===== config.mk =====
export PLATFORM = sky130hd
export DESIGN_NAME = fixed_block_pool_allocator_core
export DESIGN_NICKNAME = d
export VERILOG_FILES = /design/src/hw/rtl/fbpa_pkg.sv /design/src/hw/rtl/fbpa_ctrl.sv /design/src/hw/rtl/fbpa_datapath.sv /design/src/hw/rtl/fixed_block_pool_allocator_core.sv
export SDC_FILE = /design/constraint.sdc
export NUM_CORES = 2
export LEC_CHECK = 0
export BUFFER_PORTS_ARGS = -buffer_cell sky130_fd_sc_hd__buf_2
export CAP_MARGIN = 20
export CELL_PAD_IN_SITES_DETAIL_PLACEMENT = 2
export CELL_PAD_IN_SITES_GLOBAL_PLACEMENT = 2
export CORE_ASPECT_RATIO = 1.1
export CORE_UTILIZATION = 46
export CTS_BUF_LIST = sky130_fd_sc_hd__clkbuf_8 sky130_fd_sc_hd__clkbuf_16
export CTS_CLUSTER_DIAMETER = 30
export CTS_CLUSTER_SIZE = 12
export DETAILED_ROUTE_END_ITERATION = 7
export HOLD_SLACK_MARGIN = 0.1
export PLACE_DENSITY = 0.88
export SLEW_MARGIN = 10
export SYNTH_ARGS = -nofsm -noshare
export SYNTH_HDL_FRONTEND = slang
export SYNTH_SLANG_ARGS = --single-unit

===== constraint.sdc =====
create_clock -name clk -period 11.1 [get_ports clk]
set_input_delay 1.11 -clock clk [delete_from_list [all_inputs] [get_ports clk]]
set_output_delay 1.11 -clock clk [all_outputs]
set_load 0.01 [all_outputs]

===== src/hw/rtl/fbpa_pkg.sv =====
// ----------------------------------------------------------------------------
// fbpa_pkg: shared types and constants of the block pool allocator
// Item field widths, result codes, operation codes and controller commands.
// ----------------------------------------------------------------------------
package fbpa_pkg;

  // item field widths
  localparam int FUNC_W     = 1;
  localparam int SIZE_W     = 10;
  localparam int IN_IDX_W   = 7;
  localparam int STATUS_W   = 2;
  localparam int GRANT_W    = 7;
  localparam int BLK_OUT_W  = 8;
  localparam int BYTE_OUT_W = 16;
  localparam int CFG_W      = 9;
  localparam int HELD_W     = 9;

  // packed stream widths, padded to whole bytes
  localparam int IN_DATA_W  = 24;
  localparam int OUT_DATA_W = 40;

  // largest size one block may ever satisfy, and the register reset value
  localparam int                MAX_BLOCK_BYTES   = 256;
  localparam logic [CFG_W-1:0]  RESET_BLOCK_BYTES = 9'd256;

  // operation codes
  localparam logic [FUNC_W-1:0] FUNC_ALLOC = 1'b0;
  localparam logic [FUNC_W-1:0] FUNC_FREE  = 1'b1;

  // result codes
  typedef enum logic [STATUS_W-1:0] {
    ST_OK            = 2'd0,
    ST_TOO_LARGE     = 2'd1,
    ST_NO_BLOCK      = 2'd2,
    ST_NOT_ALLOCATED = 2'd3
  } status_t;

  // controller to datapath commands
  typedef struct packed {
    logic load;    // item accepted: capture it and read its block word
    logic commit;  // apply the operation and load the result register
  } cmd_t;

endpackage


===== src/hw/rtl/fbpa_ctrl.sv =====
// ----------------------------------------------------------------------------
// fbpa_ctrl: sequencer of the block pool allocator
// Two-state machine: takes an item, then commits it once the result
// register is free. Owns the stream handshakes.
// ----------------------------------------------------------------------------
module fbpa_ctrl (
  input  logic          clk,
  input  logic          rst_n,
  input  logic          in_tvalid,
  output logic          in_tready,
  output logic          out_tvalid,
  input  logic          out_tready,
  output fbpa_pkg::cmd_t cmd
);
  import fbpa_pkg::*;

  typedef enum logic {
    S_IDLE,
    S_EXEC
  } state_t;

  state_t state_r, state_nxt;
  logic   out_valid_r, out_valid_nxt;
  logic   commit;

  // command decode
  assign in_tready  = (state_r == S_IDLE);
  assign commit     = (state_r == S_EXEC) && (!out_valid_r || out_tready);
  assign cmd.load   = in_tvalid && in_tready;
  assign cmd.commit = commit;
  assign out_tvalid = out_valid_r;

  // next state and result valid
  always_comb begin
    state_nxt     = state_r;
    out_valid_nxt = out_valid_r;
    if (out_valid_r && out_tready) begin
      out_valid_nxt = 1'b0;
    end
    case (state_r)
      S_IDLE: begin
        if (cmd.load) begin
          state_nxt = S_EXEC;
        end
      end
      S_EXEC: begin
        if (commit) begin
          state_nxt     = S_IDLE;
          out_valid_nxt = 1'b1;
        end
      end
      default: begin
        state_nxt = S_IDLE;
      end
    endcase
  end

  always_ff @(posedge clk) begin
    if (!rst_n) begin
      state_r     <= S_IDLE;
      out_valid_r <= 1'b0;
    end else begin
      state_r     <= state_nxt;
      out_valid_r <= out_valid_nxt;
    end
  end

  // an accepted item blocks the input until it is committed
  a_busy_after_load: assert property (@(posedge clk) disable iff (!rst_n)
    cmd.load |=> !in_tready)
    else $error("input ready while an item is in flight");

  // a new result appears only from a commit
  a_valid_from_commit: assert property (@(posedge clk) disable iff (!rst_n)
    $rose(out_tvalid) |-> $past(commit))
    else $error("result valid without a commit");

  // a commit never overwrites a result that is not taken
  a_no_overwrite: assert property (@(posedge clk) disable iff (!rst_n)
    commit |-> (!out_valid_r || out_tready))
    else $error("result register overwritten");

endmodule


===== src/hw/rtl/fbpa_datapath.sv =====
// ----------------------------------------------------------------------------
// fbpa_datapath: block memory, free list registers and counters
// One word per block holds its in-use mark, held size and free-list link.
// A fill count stands for the reset chain: blocks at or above it are fresh.
// ----------------------------------------------------------------------------
module fbpa_datapath #(
  parameter int NUM_BLOCKS = 128
) (
  input  logic                              clk,
  input  logic                              rst_n,
  input  fbpa_pkg::cmd_t                    cmd,
  input  logic [fbpa_pkg::FUNC_W-1:0]       item_func,
  input  logic [fbpa_pkg::SIZE_W-1:0]       item_size,
  input  logic [fbpa_pkg::IN_IDX_W-1:0]     item_index,
  input  logic                              cfg_wr_en,
  input  logic [fbpa_pkg::CFG_W-1:0]        cfg_wr_data,
  output logic [fbpa_pkg::STATUS_W-1:0]     res_status,
  output logic [fbpa_pkg::GRANT_W-1:0]      res_granted,
  output logic [fbpa_pkg::BLK_OUT_W-1:0]    res_blocks,
  output logic [fbpa_pkg::BYTE_OUT_W-1:0]   res_bytes
);
  import fbpa_pkg::*;

  localparam int IDX_W  = (NUM_BLOCKS > 1) ? $clog2(NUM_BLOCKS) : 1;
  localparam int CNT_W  = IDX_W + 1;
  localparam int BYTE_W = IDX_W + HELD_W;

  typedef struct packed {
    logic              in_use;
    logic [HELD_W-1:0] held;
    logic [IDX_W-1:0]  link;
  } word_t;

  // block memory
  word_t mem [NUM_BLOCKS];
  word_t rd_word_r;

  // pool state
  logic [IDX_W-1:0]  head_r, head_nxt;
  logic              empty_r, empty_nxt;
  logic [CNT_W-1:0]  cnt_r, cnt_nxt;
  logic [BYTE_W-1:0] bytes_r, bytes_nxt;
  logic [CNT_W-1:0]  fill_r, fill_nxt;
  logic [CFG_W-1:0]  block_bytes_r;

  // captured item
  logic [FUNC_W-1:0] func_r;
  logic [SIZE_W-1:0] size_r;
  logic [IDX_W-1:0]  addr_r;
  logic              in_range_r;

  // result register
  status_t               status_r, status_nxt;
  logic [GRANT_W-1:0]    granted_r, granted_nxt;
  logic [BLK_OUT_W-1:0]  blocks_out_r;
  logic [BYTE_OUT_W-1:0] bytes_out_r;

  logic [31:0]       index32;
  logic              index_ok;
  logic [IDX_W-1:0]  rd_addr;
  logic [CFG_W-1:0]  size_lim;
  logic              entry_valid;
  logic [IDX_W-1:0]  fresh_link;
  logic [IDX_W-1:0]  cur_link;
  logic              mem_we;
  word_t             wr_word;

  // read address: head for allocate, returned block for free
  assign index32  = 32'(item_index);
  assign index_ok = (index32 < 32'(NUM_BLOCKS));
  assign rd_addr  = (item_func == FUNC_FREE) ? index32[IDX_W-1:0] : head_r;

  // effective size limit
  assign size_lim = (32'(block_bytes_r) > 32'(MAX_BLOCK_BYTES)) ?
                    CFG_W'(MAX_BLOCK_BYTES) : block_bytes_r;

  // entries below the fill count hold written words; the rest are fresh
  assign entry_valid = ({1'b0, addr_r} < fill_r);
  assign fresh_link  = (32'(addr_r) == 32'(NUM_BLOCKS - 1)) ? '0 : addr_r + 1'b1;
  assign cur_link    = entry_valid ? rd_word_r.link : fresh_link;

  // operation
  always_comb begin
    head_nxt    = head_r;
    empty_nxt   = empty_r;
    cnt_nxt     = cnt_r;
    bytes_nxt   = bytes_r;
    fill_nxt    = fill_r;
    status_nxt  = ST_OK;
    granted_nxt = '0;
    mem_we      = 1'b0;
    wr_word     = rd_word_r;
    if (func_r == FUNC_ALLOC) begin
      if (32'(size_r) > 32'(size_lim)) begin
        status_nxt = ST_TOO_LARGE;
      end else if (empty_r) begin
        status_nxt = ST_NO_BLOCK;
      end else begin
        granted_nxt = GRANT_W'(32'(addr_r));
        mem_we      = 1'b1;
        wr_word     = '{in_use: 1'b1, held: size_r[HELD_W-1:0], link: cur_link};
        head_nxt    = cur_link;
        cnt_nxt     = cnt_r + 1'b1;
        bytes_nxt   = bytes_r + BYTE_W'(size_r[HELD_W-1:0]);
        empty_nxt   = (32'(cnt_nxt) >= 32'(NUM_BLOCKS));
        if (!entry_valid) begin
          fill_nxt = fill_r + 1'b1;
        end
      end
    end else begin
      if (!in_range_r || !entry_valid || !rd_word_r.in_use) begin
        status_nxt = ST_NOT_ALLOCATED;
      end else begin
        mem_we    = 1'b1;
        wr_word   = '{in_use: 1'b0, held: rd_word_r.held, link: head_r};
        head_nxt  = addr_r;
        empty_nxt = 1'b0;
        cnt_nxt   = cnt_r - 1'b1;
        bytes_nxt = bytes_r - BYTE_W'(rd_word_r.held);
      end
    end
  end

  // memory port: one read on accept, one write on a commit that changes its block
  always_ff @(posedge clk) begin
    if (cmd.load) begin
      rd_word_r <= mem[rd_addr];
    end
    if (cmd.commit && mem_we) begin
      mem[addr_r] <= wr_word;
    end
  end

  // item capture and result register
  always_ff @(posedge clk) begin
    if (cmd.load) begin
      func_r     <= item_func;
      size_r     <= item_size;
      addr_r     <= rd_addr;
      in_range_r <= index_ok;
    end
    if (cmd.commit) begin
      status_r     <= status_nxt;
      granted_r    <= granted_nxt;
      blocks_out_r <= (32'(cnt_nxt) > 32'd255) ? 8'hFF : BLK_OUT_W'(32'(cnt_nxt));
      bytes_out_r  <= (32'(bytes_nxt) > 32'hFFFF) ? 16'hFFFF :
                      BYTE_OUT_W'(32'(bytes_nxt));
    end
  end

  // pool state and configuration
  always_ff @(posedge clk) begin
    if (!rst_n) begin
      head_r        <= '0;
      empty_r       <= 1'b0;
      cnt_r         <= '0;
      bytes_r       <= '0;
      fill_r        <= '0;
      block_bytes_r <= RESET_BLOCK_BYTES;
    end else begin
      if (cfg_wr_en) begin
        block_bytes_r <= cfg_wr_data;
      end
      if (cmd.commit) begin
        head_r  <= head_nxt;
        empty_r <= empty_nxt;
        cnt_r   <= cnt_nxt;
        bytes_r <= bytes_nxt;
        fill_r  <= fill_nxt;
      end
    end
  end

  assign res_status  = status_r;
  assign res_granted = granted_r;
  assign res_blocks  = blocks_out_r;
  assign res_bytes   = bytes_out_r;

  // block count stays within the pool
  a_cnt_range: assert property (@(posedge clk) disable iff (!rst_n)
    32'(cnt_r) <= 32'(NUM_BLOCKS))
    else $error("block count beyond pool size");

  // empty list means every block is in use
  a_empty_full: assert property (@(posedge clk) disable iff (!rst_n)
    empty_r |-> (32'(cnt_r) == 32'(NUM_BLOCKS)))
    else $error("list empty with blocks free");

  // fill count only grows, never below the used count nor above the pool size
  a_fill_order: assert property (@(posedge clk) disable iff (!rst_n)
    (fill_r >= cnt_r) && (32'(fill_r) <= 32'(NUM_BLOCKS)))
    else $error("fill count out of order");

endmodule


===== src/hw/rtl/fixed_block_pool_allocator_core.sv =====
// ----------------------------------------------------------------------------
// fixed_block_pool_allocator_core: fixed-size block pool with a LIFO free list
// Allocate takes the head block, free pushes a block back on the head.
// Every item gives one result with status and pool occupancy.
//
//   Channel  Direction  Carries
//   in_      slave      tuser: func; tdata: request_size, block_index
//   out_     master     tdata: status, granted_block, blocks_in_use,
//                              bytes_in_use
//   cfg_     write      block_bytes
//
// On accept in S_IDLE the block word is read from the
// block memory; S_EXEC then updates the pool and loads the result register.
// The item stays in S_EXEC while the result register holds a
// result not yet taken. No clearing pass after reset: a fill count marks
// the blocks never handed out, so items are taken from the first cycle.
// ----------------------------------------------------------------------------
module fixed_block_pool_allocator_core #(
  parameter int NUM_BLOCKS = 128
) (
  input  logic                              clk,
  input  logic                              rst_n,
  // in_tdata bits: request_size [9:0], block_index [16:10], zero pad [23:17]
  input  logic [fbpa_pkg::IN_DATA_W-1:0]    in_tdata,
  // in_tuser bits: func [0]
  input  logic [fbpa_pkg::FUNC_W-1:0]       in_tuser,
  input  logic                              in_tvalid,
  output logic                              in_tready,
  // out_tdata bits: status [1:0], granted_block [8:2], blocks_in_use [16:9],
  //   bytes_in_use [32:17], zero pad [39:33]
  output logic [fbpa_pkg::OUT_DATA_W-1:0]   out_tdata,
  output logic                              out_tvalid,
  input  logic                              out_tready,
  input  logic                              cfg_wr_en,
  input  logic [fbpa_pkg::CFG_W-1:0]        cfg_wr_data
);
  import fbpa_pkg::*;

  cmd_t                  cmd;
  logic [STATUS_W-1:0]   res_status;
  logic [GRANT_W-1:0]    res_granted;
  logic [BLK_OUT_W-1:0]  res_blocks;
  logic [BYTE_OUT_W-1:0] res_bytes;

  // sequencer
  fbpa_ctrl u_ctrl (
    .clk        (clk),
    .rst_n      (rst_n),
    .in_tvalid  (in_tvalid),
    .in_tready  (in_tready),
    .out_tvalid (out_tvalid),
    .out_tready (out_tready),
    .cmd        (cmd)
  );

  // pool datapath
  fbpa_datapath #(
    .NUM_BLOCKS (NUM_BLOCKS)
  ) u_datapath (
    .clk         (clk),
    .rst_n       (rst_n),
    .cmd         (cmd),
    .item_func   (in_tuser),
    .item_size   (in_tdata[SIZE_W-1:0]),
    .item_index  (in_tdata[SIZE_W +: IN_IDX_W]),
    .cfg_wr_en   (cfg_wr_en),
    .cfg_wr_data (cfg_wr_data),
    .res_status  (res_status),
    .res_granted (res_granted),
    .res_blocks  (res_blocks),
    .res_bytes   (res_bytes)
  );

  // result packing, lowest field first
  assign out_tdata = {7'd0, res_bytes, res_blocks, res_granted, res_status};

endmodule


==> results of run 1 <==
==> cells by family after synthesis <==
kind of cell,after synthesis,synth area share (%)
compound gates,917,6.51
xor+xnor,37,0.353
fa+ha+maj,39,0.547
buf+inv,452,2.26
flops,2295,74.4
mux,390,5.38
other cells,1,0.00408
simple gates,2277,10.5
==> per-stage QoR <==
| step | cells | hold WS, ns | area [um^2] | worst slack [ns] |
|---|---|---|---|---|
| floorplan | 6414 | 0.452 | 92000 | 2.85 |
| global placement | 8907 | 0.466 | 96100 | 5.20 |
==> results.py, run 1 <==
metrics = {
    "outcome": {
        "status": "aborted with a tool error",
        "failed_stage": "detailed placement",
        "error_line": "[ERROR DPL-0033] detailed placement checks failed during check placement.",
    },
    "yosys": {
        "avgSynthCellArea_um2": 14.3,
        "synthFlopType": "edfxtp_1",
        "synth_commonest_cells": "edfxtp_1 (2244), nand2_1 (1406), nand3_1 (362)",
        "synth_area_leaders": "edfxtp_1 (73%), nand2_1 (5.7%), mux2i_1 (3.3%)",
        "yosysTopAreaCell": "edfxtp_1",
        "synth-seq-cells": 2295,
        "netlist_instances": 6408,
        "post-synth-top-count-cell": "edfxtp_1",
        "synth_top_area_share_pct": 73.3,
        "synth_edf_count": 2244,
        "synth_cell_types": 79,
        "syn-cell-area_um2": 91900,
        "async_flop_share_pct": 0,
        "synth_seq_area_share_pct": 74.4,
        "synth_warnings": 0,
    },
    "die": {
        "start_util_pct": 46.4,
        "die_h_um": 471,
        "fp.dieW_um": 428,
        "ioPinCount": 81,
        "num_rows": 171,
    },
    "placed_design": {
        "hpwlAfterDp_mm": 254,
        "place.port_buffers": 66,
        "place.gp.congestion": 0.892,
    },
}
==> run 2, diff against run 1 <==
==> config.mk (replaced) <==
export PLATFORM = sky130hd
export DESIGN_NAME = fixed_block_pool_allocator_core
export DESIGN_NICKNAME = d
export VERILOG_FILES = /design/src/hw/rtl/fbpa_pkg.sv /design/src/hw/rtl/fbpa_ctrl.sv /design/src/hw/rtl/fbpa_datapath.sv /design/src/hw/rtl/fixed_block_pool_allocator_core.sv
export SDC_FILE = /design/constraint.sdc
export NUM_CORES = 2
export LEC_CHECK = 0
export BUFFER_PORTS_ARGS = -buffer_cell sky130_fd_sc_hd__buf_2
export CAP_MARGIN = 20
export CORE_UTILIZATION = 40
export DETAILED_ROUTE_END_ITERATION = 7
export PLACE_DENSITY_LB_ADDON = 0.15
export SLEW_MARGIN = 10
export SYNTH_ARGS = -nofsm -noshare
export SYNTH_HDL_FRONTEND = slang
export SYNTH_SLANG_ARGS = --single-unit
==> run 2 against run 1 <==
Against the previous run: synthesized cell count is the same; the run now ends clean; synthesized area is the same.
==> results.py, run 2 <==
metrics = {
    "final_layout": {
        "final_cell_mix": "edfxtp_1 (2244), nand2_1 (1403), nand3_1 (362), a21oi_1 (355), mux2i_1 (299)",
        "largest_register_ffs": 2176,
        "reg_top3": "u_datapath.mem (2176), u_datapath.rd_word_r (17)",
        "final_common_cell": "edfxtp_1",
        "num-nets-final": 6643,
        "final_layout_size_suffix_gt1_share_pct": 12.9,
        "area_growth_pct": 13.5,
        "largest-register": "u_datapath.mem",
    },
    "yosys": {
        "synth_seq_area_share_pct": 74.4,
        "async_flop_share_pct": 0,
        "synth_warnings": 0,
        "syn-cell-area_um2": 91900,
        "post-synth-top-count-cell": "edfxtp_1",
        "synth_commonest_cells": "edfxtp_1 (2244), nand2_1 (1406), nand3_1 (362)",
        "netlist_instances": 6408,
        "yosysTopAreaCell": "edfxtp_1",
        "synth_top_area_share_pct": 73.3,
        "avgSynthCellArea_um2": 14.3,
        "synth_cell_types": 79,
        "synthFlopType": "edfxtp_1",
        "synth_area_leaders": "edfxtp_1 (73%), nand2_1 (5.7%), mux2i_1 (3.3%)",
        "synth-seq-cells": 2295,
        "synth_edf_count": 2244,
    },
    "route": {
        "drt-pass1-iter-count": 5,
        "ant_nets": 0,
        "vias": 56000,
        "wl_per_cell_um": 28.4,
        "first_iter_violations": 6355,
        "routed_wl_mm": 278,
        "vias_per_cell": 5.72,
        "drc": 0,
    },
    "sta": {
        "max_freq_ghz": 0.181,
        "rsz0062_at_grt": "no",
        "timing.slew.headroom_pct": 11.0,
        "skew_ns": 0.0816,
        "setup_viol": 0,
        "finalCritPeriodShare_pct": 49.8,
        "tightest_slew_ns": 1.33,
        "final_max_slew_viol_count": 0,
        "fin_ws_ns": 5.57,
        "fin_setup_tns_ns": 0,
        "fin_crit_ns": 5.53,
        "final-hold-violation-count": 0,
    },
    "cts": {
        "cts-htree-levels": 4,
        "clock_latency_ns": 0.90,
        "path_clk_slew_ns": 0.06,
        "post_cts_resized": 0,
        "cts.path.max_buffers": 3,
        "numCtsBuffers": 233,
        "cts_num_sinks": 2295,
        "tritoncts": "done",
        "postCtsSetupBuffers": 0,
        "cts_root_buf": "clkbuf_16",
        "cts_hold_buf": 0,
    },
    "setup_path": {
        "path_cells": "buf_2, mux2i_4, buf_4, inv_8, buf_12, buf_12, nor2_1, nand3_1, o2111ai_1, o21ai_0, a211o_1, a221oi_1, o221ai_1",
        "crit_slowest_cell": "a221oi_1",
        "crit_required_ns": 11.71,
        "critical-path-max-stage-delay_ns": 1.06,
        "r2r-end": "u_datapath.rd_word_r[7]",
        "end_kind": "flip-flop",
        "cp.arrival_ns": 6.14,
        "r2r_slack_ns": 5.96,
        "crit_type": "input pin to flip-flop",
        "crit_top_cell": "buf_12",
        "ff2ff_path_depth": 11,
        "r2r_start": "u_datapath.head_r[0]",
        "critPathMaxFanout": 99,
        "critPathLaunchType": "input pin",
    },
    "die": {
        "num_rows": 175,
        "fp.dieW_um": 481,
        "start_util_pct": 40.3,
        "die_h_um": 481,
        "die-area_um2": 232000,
        "ioPinCount": 81,
        "coreArea_um2": 228000,
    },
    "worst_hold_path": {
        "hp-start": "in_tdata[6]",
        "hold_path_class": "input pin to flip-flop",
        "whs_endpoint": "u_datapath.size_r[6]",
        "min_path_cells": 1,
    },
    "flow_run": {
        "maxCapViolCount": 0,
    },
    "placed_design": {
        "place.port_buffers": 66,
        "hpwlAfterDp_mm": 154,
        "place.gp.congestion": 0.844,
        "pre_cts_slack_ns": 4.77,
    },
    "grt": {
        "antenna_found_initial": 8,
        "grt_pass1_wl_mm": 396,
        "track_usage_pct": 23.8,
        "first_global_vias": 53400,
        "gr-total-overflow": 0,
        "grt_max_degree": 126,
    },
    "power_and_ir_drop": {
        "power_mw": 19.5,
        "ir_drop_uv": 186,
        "power_density_nw_per_um2": 187,
        "leakage_nw": 34.4,
    },
    "outcome": {
        "status": "finished, final reports clean",
    },
}
-- run 2: routing by layer --
layer / vias to the layer above / share of wire [%] / GRT usage (%)
met5: - / 0 / 0
met4: 0 / 2.8 / 6.92
met3: 366 / 7.3 / 3.62
met2: 2171 / 46 / 37.4
met1: 28800 / 44 / 34.2
li1: 24700 / - / -
-- run 2: worst max path at each step --
stage                          endpoint  slack, ns  cells after the start                         from
2_1_floorplan      u_datapath.mem[0][7]       2.85                     10  u_datapath.block_bytes_r[8]
3_3_place_gp   u_datapath.rd_word_r[10]       4.78                     13                     in_tuser
3_5_place_dp   u_datapath.rd_word_r[10]       4.77                     13                     in_tuser
4_1_cts        u_datapath.rd_word_r[10]       5.73                     13                     in_tuser
5_1_grt         u_datapath.rd_word_r[7]       5.44                     12                     in_tuser
6_report       u_datapath.rd_word_r[10]       5.57                     13                     in_tuser
-- run 2: logic make-up after synthesis --
group | after synthesis | share of synthesized area, %
flops | 2295 | 74.4
compound gates | 917 | 6.51
xor+xnor | 37 | 0.353
mux | 390 | 5.38
buf+inv | 452 | 2.26
fa+ha+maj | 39 | 0.547
simple gates | 2277 | 10.5
other cells | 1 | 0.00408
-- run 2: cell type report --
type / count / area (um^2)
Fill cell: 19900 / 124000
Inverter: 42 / 183
Timing Repair Buffer: 326 / 2520
Clock buffer: 300 / 6200
Tap cell: 3009 / 3760
Multi-Input combinational cell: 3667 / 22100
Sequential cell: 2295 / 68400
Antenna cell: 8 / 20.0
Clock inverter: 134 / 1160
-- run 2: worst max-delay path, delay by kind of cell --
family                 cells  cell delay, ns
AO/OA/AOI/OAI              5            1.93
buffers and inverters      5            2.14
multiplexers               1            0.32
AND/OR/NAND/NOR            2            0.46
-- run 2: through the flow --
stage / hold WS [ns] / instance area (um^2) / utilization (%) / std cells
after CTS: 0.337 / 104000 / 45.7 / 9768
after detailed placement: 0.476 / 96900 / 42.5 / 9334
final: 0.396 / 104000 / 45.8 / 9781
after global placement: 0.467 / 96800 / 42.5 / 9328
after floorplan: 0.452 / 92000 / - / 6414
after global routing: 0.367 / 104000 / 45.8 / 9774
-- run 2: power by group --
| group | leakage, nW | switching (mW) | internal [mW] |
|---|---|---|---|
| Combinational | 10.1 | 1.49 | 0.429 |
| Clock | 3.58 | 3.31 | 4.31 |
| Sequential | 20.7 | 0.0416 | 9.94 |
No activity file was read; power rests on OpenSTA's default activity.
